$ cat src/uscf_pkg.sv
package uscf_pkg;

    localparam logic [33:0] DOS_EPOCH_SECONDS = 34'd315532800;

    // reciprocal of 60 for 32-bit operands, product shifted right by 37
    localparam logic [31:0] RECIP_60 = 32'h8888_8889;

    // floor(2^36 / 35064), quotient short by at most one
    localparam logic [20:0] RECIP_BLOCK  = 21'd1959829;
    localparam logic [20:0] HOURS_BLOCK  = 21'd35064;
    localparam logic [16:0] HOURS_BLOCK17 = 17'd35064;
    localparam logic [15:0] HOURS_LEAP   = 16'd8784;
    localparam logic [15:0] HOURS_NORMAL = 16'd8760;
    localparam logic [15:0] HOURS_TWO_NORMAL = 16'd17520;
    localparam logic [11:0] EPOCH_YEAR   = 12'd1980;

    // reciprocal of 3 for values below 2048, product shifted right by 11
    localparam logic [9:0] RECIP_3 = 10'd683;

    localparam logic [8:0] LEAP_DAY = 9'd60;

    // day of year before the first day of each month, normal year
    localparam logic [8:0] MONTH_BASE [0:11] = '{
        9'd0, 9'd31, 9'd59, 9'd90, 9'd120, 9'd151,
        9'd181, 9'd212, 9'd243, 9'd273, 9'd304, 9'd334
    };

    typedef struct packed {
        logic        before_epoch;
        logic [20:0] hours;
        logic [5:0]  minute;
        logic [5:0]  second;
    } uscf_hms_t;

    typedef struct packed {
        logic        before_epoch;
        logic [11:0] year;
        logic [13:0] hour_of_year;
        logic [5:0]  minute;
        logic [5:0]  second;
    } uscf_yh_t;

    typedef struct packed {
        logic        before_epoch;
        logic [11:0] year;
        logic [3:0]  month;
        logic [4:0]  day;
        logic [4:0]  hour;
        logic [5:0]  minute;
        logic [5:0]  second;
    } uscf_fields_t;

endpackage

$ cat src/uscf_tod.sv
module uscf_tod import uscf_pkg::*;
(
    input  logic               clk,
    input  logic               rst_n,
    input  logic               en,
    input  logic               in_valid,
    input  logic [31:0]        unix_seconds,
    input  logic signed [16:0] zone_offset,
    output logic               out_valid,
    output uscf_hms_t          out_hms
);

    logic        v1_reg, v2_reg, v3_reg, v4_reg, v5_reg;

    logic        b1_reg, b2_reg, b3_reg, b4_reg;
    logic [31:0] x1_reg, x2_reg;
    logic [63:0] p1_reg;
    logic [25:0] q3_reg, q4_reg;
    logic [5:0]  s3_reg, s4_reg;
    logic [63:0] p2_reg;
    uscf_hms_t   hms5_reg;

    logic [33:0] diff_next;
    logic [25:0] q1_next;
    logic [31:0] q1x60_next;
    logic [31:0] sec_full_next;
    logic [20:0] h_next;
    logic [25:0] hx60_next;
    logic [25:0] min_full_next;

    always_comb
    begin
        diff_next = {2'b00, unix_seconds} - DOS_EPOCH_SECONDS
                    - {{17{zone_offset[16]}}, zone_offset};
        q1_next = p1_reg[62:37];
        q1x60_next = ({6'b0, q1_next} << 6) - ({6'b0, q1_next} << 2);
        sec_full_next = x2_reg - q1x60_next;
        h_next = p2_reg[57:37];
        hx60_next = ({5'b0, h_next} << 6) - ({5'b0, h_next} << 2);
        min_full_next = q4_reg - hx60_next;
    end

    always_ff @(posedge clk or negedge rst_n)
    begin
        if (!rst_n)
        begin
            v1_reg <= 1'b0;
            v2_reg <= 1'b0;
            v3_reg <= 1'b0;
            v4_reg <= 1'b0;
            v5_reg <= 1'b0;
        end
        else if (en)
        begin
            v1_reg <= in_valid;
            v2_reg <= v1_reg;
            v3_reg <= v2_reg;
            v4_reg <= v3_reg;
            v5_reg <= v4_reg;
        end
    end

    always_ff @(posedge clk)
    begin
        if (en)
        begin
            b1_reg <= diff_next[33];
            x1_reg <= diff_next[31:0];

            b2_reg <= b1_reg;
            x2_reg <= x1_reg;
            p1_reg <= {32'b0, x1_reg} * {32'b0, RECIP_60};

            b3_reg <= b2_reg;
            q3_reg <= q1_next;
            s3_reg <= sec_full_next[5:0];

            b4_reg <= b3_reg;
            q4_reg <= q3_reg;
            s4_reg <= s3_reg;
            p2_reg <= {38'b0, q3_reg} * {32'b0, RECIP_60};

            hms5_reg.before_epoch <= b4_reg;
            hms5_reg.hours        <= h_next;
            hms5_reg.minute       <= min_full_next[5:0];
            hms5_reg.second       <= s4_reg;
        end
    end

    assign out_valid = v5_reg;
    assign out_hms   = hms5_reg;

endmodule

$ cat src/uscf_year.sv
module uscf_year import uscf_pkg::*;
(
    input  logic      clk,
    input  logic      rst_n,
    input  logic      en,
    input  logic      in_valid,
    input  uscf_hms_t in_hms,
    output logic      out_valid,
    output uscf_yh_t  out_yh
);

    logic        v6_reg, v7_reg, v8_reg, v9_reg;

    uscf_hms_t   hms6_reg, hms7_reg, hms8_reg;
    logic [41:0] p3_reg;
    logic [4:0]  q7_reg, blk8_reg;
    logic [16:0] r7_reg;
    logic [15:0] r8_reg;
    uscf_yh_t    yh9_reg;

    logic [4:0]  q0_next;
    logic [20:0] r0_full_next;
    logic        over_next;
    logic [16:0] r_fix_next;
    logic [15:0] r2_next;
    logic [1:0]  yoff_next;
    logic [15:0] hy_next;
    logic [11:0] year_next;

    always_comb
    begin
        q0_next = p3_reg[40:36];
        r0_full_next = hms6_reg.hours - ({16'b0, q0_next} * HOURS_BLOCK);
        over_next = (r7_reg >= HOURS_BLOCK17);
        r_fix_next = r7_reg - HOURS_BLOCK17;
        r2_next = r8_reg - HOURS_LEAP;
        if (r8_reg >= HOURS_LEAP)
        begin
            if (r2_next >= HOURS_TWO_NORMAL)
            begin
                yoff_next = 2'd3;
                hy_next   = r2_next - HOURS_TWO_NORMAL;
            end
            else if (r2_next >= HOURS_NORMAL)
            begin
                yoff_next = 2'd2;
                hy_next   = r2_next - HOURS_NORMAL;
            end
            else
            begin
                yoff_next = 2'd1;
                hy_next   = r2_next;
            end
        end
        else
        begin
            yoff_next = 2'd0;
            hy_next   = r8_reg;
        end
        year_next = EPOCH_YEAR + {5'b0, blk8_reg, 2'b00} + {10'b0, yoff_next};
    end

    always_ff @(posedge clk or negedge rst_n)
    begin
        if (!rst_n)
        begin
            v6_reg <= 1'b0;
            v7_reg <= 1'b0;
            v8_reg <= 1'b0;
            v9_reg <= 1'b0;
        end
        else if (en)
        begin
            v6_reg <= in_valid;
            v7_reg <= v6_reg;
            v8_reg <= v7_reg;
            v9_reg <= v8_reg;
        end
    end

    always_ff @(posedge clk)
    begin
        if (en)
        begin
            hms6_reg <= in_hms;
            p3_reg   <= {21'b0, in_hms.hours} * {21'b0, RECIP_BLOCK};

            hms7_reg <= hms6_reg;
            q7_reg   <= q0_next;
            r7_reg   <= r0_full_next[16:0];

            hms8_reg <= hms7_reg;
            blk8_reg <= over_next ? q7_reg + 5'd1 : q7_reg;
            r8_reg   <= over_next ? r_fix_next[15:0] : r7_reg[15:0];

            yh9_reg.before_epoch <= hms8_reg.before_epoch;
            yh9_reg.year         <= year_next;
            yh9_reg.hour_of_year <= hy_next[13:0];
            yh9_reg.minute       <= hms8_reg.minute;
            yh9_reg.second       <= hms8_reg.second;
        end
    end

    assign out_valid = v9_reg;
    assign out_yh    = yh9_reg;

endmodule

$ cat src/uscf_date.sv
module uscf_date import uscf_pkg::*;
(
    input  logic         clk,
    input  logic         rst_n,
    input  logic         en,
    input  logic         in_valid,
    input  uscf_yh_t     in_yh,
    output logic         out_valid,
    output uscf_fields_t out_fields
);

    logic         v10_reg, v11_reg;

    uscf_yh_t     yh10_reg;
    logic [8:0]   doy10_reg;
    logic [4:0]   hour10_reg;
    uscf_fields_t f11_reg;

    logic [20:0]  pd_next;
    logic [8:0]   dq_next;
    logic [13:0]  dqx24_next;
    logic [13:0]  hour_full_next;
    logic         leap_next;
    logic [8:0]   doy_adj_next;
    logic [3:0]   cnt_next;
    logic [3:0]   month_next;
    logic [8:0]   day_full_next;
    uscf_fields_t f_next;

    always_comb
    begin
        pd_next = {10'b0, in_yh.hour_of_year[13:3]} * {11'b0, RECIP_3};
        dq_next = pd_next[19:11];
        dqx24_next = ({5'b0, dq_next} << 4) + ({5'b0, dq_next} << 3);
        hour_full_next = in_yh.hour_of_year - dqx24_next;
    end

    always_comb
    begin
        leap_next = (yh10_reg.year[1:0] == 2'b00);
        doy_adj_next = (leap_next && doy10_reg > LEAP_DAY) ? doy10_reg - 9'd1 : doy10_reg;
        cnt_next = 4'd0;
        for (int i = 0; i < 11; i++)
        begin
            if (doy_adj_next > MONTH_BASE[i + 1])
            begin
                cnt_next = cnt_next + 4'd1;
            end
        end
        month_next = cnt_next + 4'd1;
        day_full_next = doy_adj_next - MONTH_BASE[cnt_next];
        if (leap_next && doy10_reg == LEAP_DAY)
        begin
            month_next = 4'd2;
            day_full_next = 9'd29;
        end

        f_next.before_epoch = yh10_reg.before_epoch;
        f_next.year   = yh10_reg.year;
        f_next.month  = month_next;
        f_next.day    = day_full_next[4:0];
        f_next.hour   = hour10_reg;
        f_next.minute = yh10_reg.minute;
        f_next.second = yh10_reg.second;
        if (yh10_reg.before_epoch)
        begin
            f_next = '0;
            f_next.before_epoch = 1'b1;
        end
    end

    always_ff @(posedge clk or negedge rst_n)
    begin
        if (!rst_n)
        begin
            v10_reg <= 1'b0;
            v11_reg <= 1'b0;
        end
        else if (en)
        begin
            v10_reg <= in_valid;
            v11_reg <= v10_reg;
        end
    end

    always_ff @(posedge clk)
    begin
        if (en)
        begin
            yh10_reg   <= in_yh;
            doy10_reg  <= dq_next + 9'd1;
            hour10_reg <= hour_full_next[4:0];
            f11_reg    <= f_next;
        end
    end

    assign out_valid  = v11_reg;
    assign out_fields = f11_reg;

endmodule

$ cat src/unix_seconds_to_calendar_fields.sv
// converts a 32-bit unsigned unix time to dos-epoch calendar fields after subtracting the
// zone offset; every year divisible by four counts as leap, so 2100 is wrong; times before
// 1980 give before_epoch in tuser and all-zero data; a fixed 11-stage pipeline of
// reciprocal multiplies (seconds, minutes, four-year blocks, days) takes one item per clock,
// and a stall on the output holds the whole pipeline in place
module unix_seconds_to_calendar_fields import uscf_pkg::*;
(
    input  logic        clk,
    input  logic        rst_n,
    input  logic        zone_offset_seconds_we,
    input  logic [16:0] zone_offset_seconds,
    input  logic        s_axis_tvalid,
    output logic        s_axis_tready,
    input  logic [31:0] s_axis_tdata,   // unix_seconds
    output logic        m_axis_tvalid,
    input  logic        m_axis_tready,
    output logic [39:0] m_axis_tdata,   // year, month, day, hour, minute, second, 2 zero bits
    output logic        m_axis_tuser    // before_epoch
);

    logic signed [16:0] zone_reg;
    logic               en;
    logic               hms_valid;
    uscf_hms_t          hms;
    logic               yh_valid;
    uscf_yh_t           yh;
    uscf_fields_t       fields;

    always_ff @(posedge clk or negedge rst_n)
    begin
        if (!rst_n)
        begin
            zone_reg <= '0;
        end
        else if (zone_offset_seconds_we)
        begin
            zone_reg <= zone_offset_seconds;
        end
    end

    assign en            = !m_axis_tvalid || m_axis_tready;
    assign s_axis_tready = en;

    uscf_tod u_tod (
        .clk          (clk),
        .rst_n        (rst_n),
        .en           (en),
        .in_valid     (s_axis_tvalid),
        .unix_seconds (s_axis_tdata),
        .zone_offset  (zone_reg),
        .out_valid    (hms_valid),
        .out_hms      (hms)
    );

    uscf_year u_year (
        .clk       (clk),
        .rst_n     (rst_n),
        .en        (en),
        .in_valid  (hms_valid),
        .in_hms    (hms),
        .out_valid (yh_valid),
        .out_yh    (yh)
    );

    uscf_date u_date (
        .clk        (clk),
        .rst_n      (rst_n),
        .en         (en),
        .in_valid   (yh_valid),
        .in_yh      (yh),
        .out_valid  (m_axis_tvalid),
        .out_fields (fields)
    );

    assign m_axis_tdata = {2'b00, fields.second, fields.minute, fields.hour,
                           fields.day, fields.month, fields.year};
    assign m_axis_tuser = fields.before_epoch;

endmodule

$ cat config.mk
export PLATFORM = sky130hd
export DESIGN_NAME = unix_seconds_to_calendar_fields
export DESIGN_NICKNAME = d
export VERILOG_FILES = /design/src/uscf_pkg.sv /design/src/uscf_tod.sv /design/src/uscf_year.sv /design/src/uscf_date.sv /design/src/unix_seconds_to_calendar_fields.sv
export SDC_FILE = /design/constraint.sdc
export NUM_CORES = 2
export LEC_CHECK = 0
export BUFFER_PORTS_ARGS = -buffer_cell sky130_fd_sc_hd__buf_2
export CAP_MARGIN = 30
export CORE_MARGIN = 10
export CORE_UTILIZATION = 25
export CTS_BUF_LIST = sky130_fd_sc_hd__clkbuf_4
export CTS_CLUSTER_SIZE = 12
export DETAILED_ROUTE_END_ITERATION = 10
export GPL_ROUTABILITY_DRIVEN = 0
export HOLD_SLACK_MARGIN = 0.12
export PLACE_DENSITY_LB_ADDON = 0.05
export SYNTH_ARGS = -nofsm -noshare
export SYNTH_HDL_FRONTEND = slang
export SYNTH_HIERARCHICAL = 1
export SYNTH_SLANG_ARGS = --single-unit
$ cat constraint.sdc
create_clock -name clk -period 29.1 [get_ports clk]
set_input_delay 4.365 -clock clk [delete_from_list [all_inputs] [get_ports clk]]
set_output_delay 4.365 -clock clk [all_outputs]
set_load 0.01 [all_outputs]
==> flow_metrics.py <==
metrics = {
    "timing": {
        "relSlewSlack_pct": 35.89,
        "whs_ns": 0.3790,
        "fin_setup_tns_ns": 0,
        "fmax_ghz": 0.08737,
        "grt_setup_unrepaired": "false",
        "skew_ns": 0.07909,
        "setup_viol": 0,
        "fin_crit_sh_pct": 39.33,
        "drv_slew": 0,
        "tightest_slew_ns": 0.9617,
        "timing.final.hold_violations": 0,
        "min_period_ns": 11.45,
    },
    "critical_path": {
        "worstPathArrival_ns": 12.22,
        "worstPathRequired_ns": 29.87,
        "crit_type": "reg2reg",
        "critPathBufInv": 4,
        "path_delay_family": "adder cells",
        "crit_slowest_cell": "edfxtp_1",
        "cpPeakStageDelay_ns": 0.64,
        "crit_path_end_kind": "flop",
        "cpMostUsedCell": "ha_1",
        "worst-path-max-fanout": 18,
        "start_kind": "flop",
    },
    "floorplan": {
        "placeableCoreArea_um2": 185200,
        "die_w_um": 451.4,
        "start_util_pct": 25.12,
        "die_y_um": 451.4,
        "io_pins": 97,
        "dieArea_um2": 203800,
        "row_count": 158,
    },
    "placement": {
        "placed_area_um2": 50020,
        "dp_hpwl_mm": 101.2,
        "io_buffer_count": 94,
    },
    "cts": {
        "h-tree-depth": 4,
        "cts_setup_buffers": 0,
        "cts-hold-fix-buffers": 0,
        "cts_inserted_buffers": 137,
        "cts.sink_count": 416,
        "root_buffer": "clkbuf_4",
        "clockBufferDepth": 3,
        "post_cts_resize_count": 0,
        "clkLatencyLatePin_ns": 1.08,
        "clk_pin_slew_worst_paths_ns": 0.06,
        "cts_tree": "built",
    },
    "cells_and_area": {
        "final_cell_mix": "inv_1, ha_1, fa_1",
        "area_growth_pct": 11.26,
        "fin_nets": 5824,
        "final_common_cell": "inv_1",
        "fill_cells": 19580,
        "postLayoutCellArea_um2": 51760,
        "drive_above_1_share_pct": 9.310,
    },
    "detailed_routing": {
        "drcViolationCount": 0,
        "antenna_left": 0,
        "vias": 29620,
        "drt_iter0_markers": 985,
        "first_pass_iters": 4,
        "via_per_inst": 4.220,
        "routed_wl_mm": 122.9,
        "wire_per_inst_um": 17.51,
    },
    "synth": {
        "yosys_register_bits": 416,
        "synth_edf_count": 388,
        "syn-instance-count": 4234,
        "ys.flop_type": "edfxtp_1",
        "synth_area_um2": 46530,
        "ys.warnings.count": 6,
        "yosysSeqAreaShare_pct": 26.55,
        "syn_area_per_cell_um2": 10.99,
        "synthDistinctLibCells": 112,
        "async_reset_ff_share_pct": 6.731,
    },
    "grt": {
        "grt_overflow": 0,
        "use_met1_pct": 16.69,
        "grt_pass1_wl_mm": 193.3,
        "grt_util_met2_pct": 19.94,
        "grt_usage_pct": 12.21,
        "grt-busiest-layer": "met2",
        "grt_pass1_vias": 32510,
        "antenna_found_initial": 6,
        "use_met3_pct": 2.206,
        "grt_start_max_net_pins": 120,
    },
    "hold_path": {
        "hp-class": "reg2reg",
    },
    "status": {
        "status": "finished clean",
    },
    "run": {
        "cap_viol_max_count": 0,
    },
}
==> path summary, 6_finish.rpt <==
check                                               from                             endpoint  slack [ns]  cells past startpoint
max in group asynchronous                          rst_n         u_year/out_valid$_DFFE_PN0P_       25.24                      1
min in group asynchronous                          rst_n              zone_reg[9]$_DFFE_PN0P_        3.36                      1
hold reg to reg               u_tod/p2_reg[46]$_DFFE_PP_          u_tod/out_hms[21]$_DFFE_PP_        0.38                      0
setup reg to reg           u_date/doy10_reg[0]$_DFFE_PP_  u_date/out_fields[21]$_SDFFCE_PP0P_       17.65                     47
hold / removal                u_tod/p2_reg[46]$_DFFE_PP_          u_tod/out_hms[21]$_DFFE_PP_        0.38                      0
setup / recovery           u_date/doy10_reg[0]$_DFFE_PP_  u_date/out_fields[21]$_SDFFCE_PP0P_       17.65                     47
==> synthesized netlist by cell type (all sizes together), types with 15 or more instances <==
master  number  area, µm²
nor2b       55      344.1
or2         16      102.6
clkbuf      25      93.84
or3         21      136.4
nor4        24      201.4
a31oi       27      168.9
o21a        34      255.2
edfxtp     388      11650
nor2       125      474.2
mux2        36      442.9
o21ai       98      494.2
xnor2      130       1169
o211ai      21      162.6
nand2b      27      176.4
a21boi      15      127.6
buf         22      151.4
o31ai       15      145.1
a21oi      152      768.2
nand2      133      499.2
and2        24      150.1
dfrtp       28      700.7
nand4       35      219.0
mux2i       18      217.7
and3        21      136.4
ha         828      10360
a21o        84      630.6
nor3        56      290.3
xor2        80      723.2
fa         500      10010
nand3       52      270.3
o21bai      18      135.1
inv        960       3603
==> routing by layer <==
metal | wire length [µm] | part of all wire (%)
met5 | 13 | 0.011
met4 | 2162 | 1.8
met3 | 3952 | 3.2
met2 | 57280 | 47
met1 | 59470 | 48
==> area by class of cell <==
cell class	instances	area (µm²)	area share, %
sequential	416	12350	23.86
multi-input combinational	2812	30340	58.61
clock buffer	192	1441	2.784
inverter	960	3603	6.961
antenna	6	15.01	0.02901
timing repair buffer	115	680.7	1.315
clock inverter	38	231.5	0.4472
tap	2480	3103	5.994
==> cells by family (layout without fill, tap and decap cells) <==
| group | Yosys count | after routing | synth area share (%) |
|---|---|---|---|
| flip-flops | 416 | 416 | 26.55 |
| multiplexers | 54 | 54 | 1.420 |
| adder cells (fa/ha/maj) | 1329 | 1329 | 43.80 |
| buffers and inverters | 1007 | 1305 | 8.272 |
| AND/OR/NAND/NOR | 627 | 627 | 7.118 |
| other | 1 | 8 | 0.008060 |
| AO/OA/AOI/OAI | 589 | 589 | 8.713 |
| XOR/XNOR | 211 | 211 | 4.117 |
==> stage by stage <==
stage / worst slack [ns] / utilization, % / cells
finish: 17.65 / 27.95 / 7019
global route: 16.69 / 27.94 / 7018
CTS: 17.65 / 27.91 / 7011
detailed placement: 17.69 / 27.00 / 6781
global placement: 17.69 / 27.00 / 6779
floorplan: 10.79 / - / 4235
Power is not shown: default switching activity piles up to over one toggle a cycle in this logic, so the estimate is an artifact.
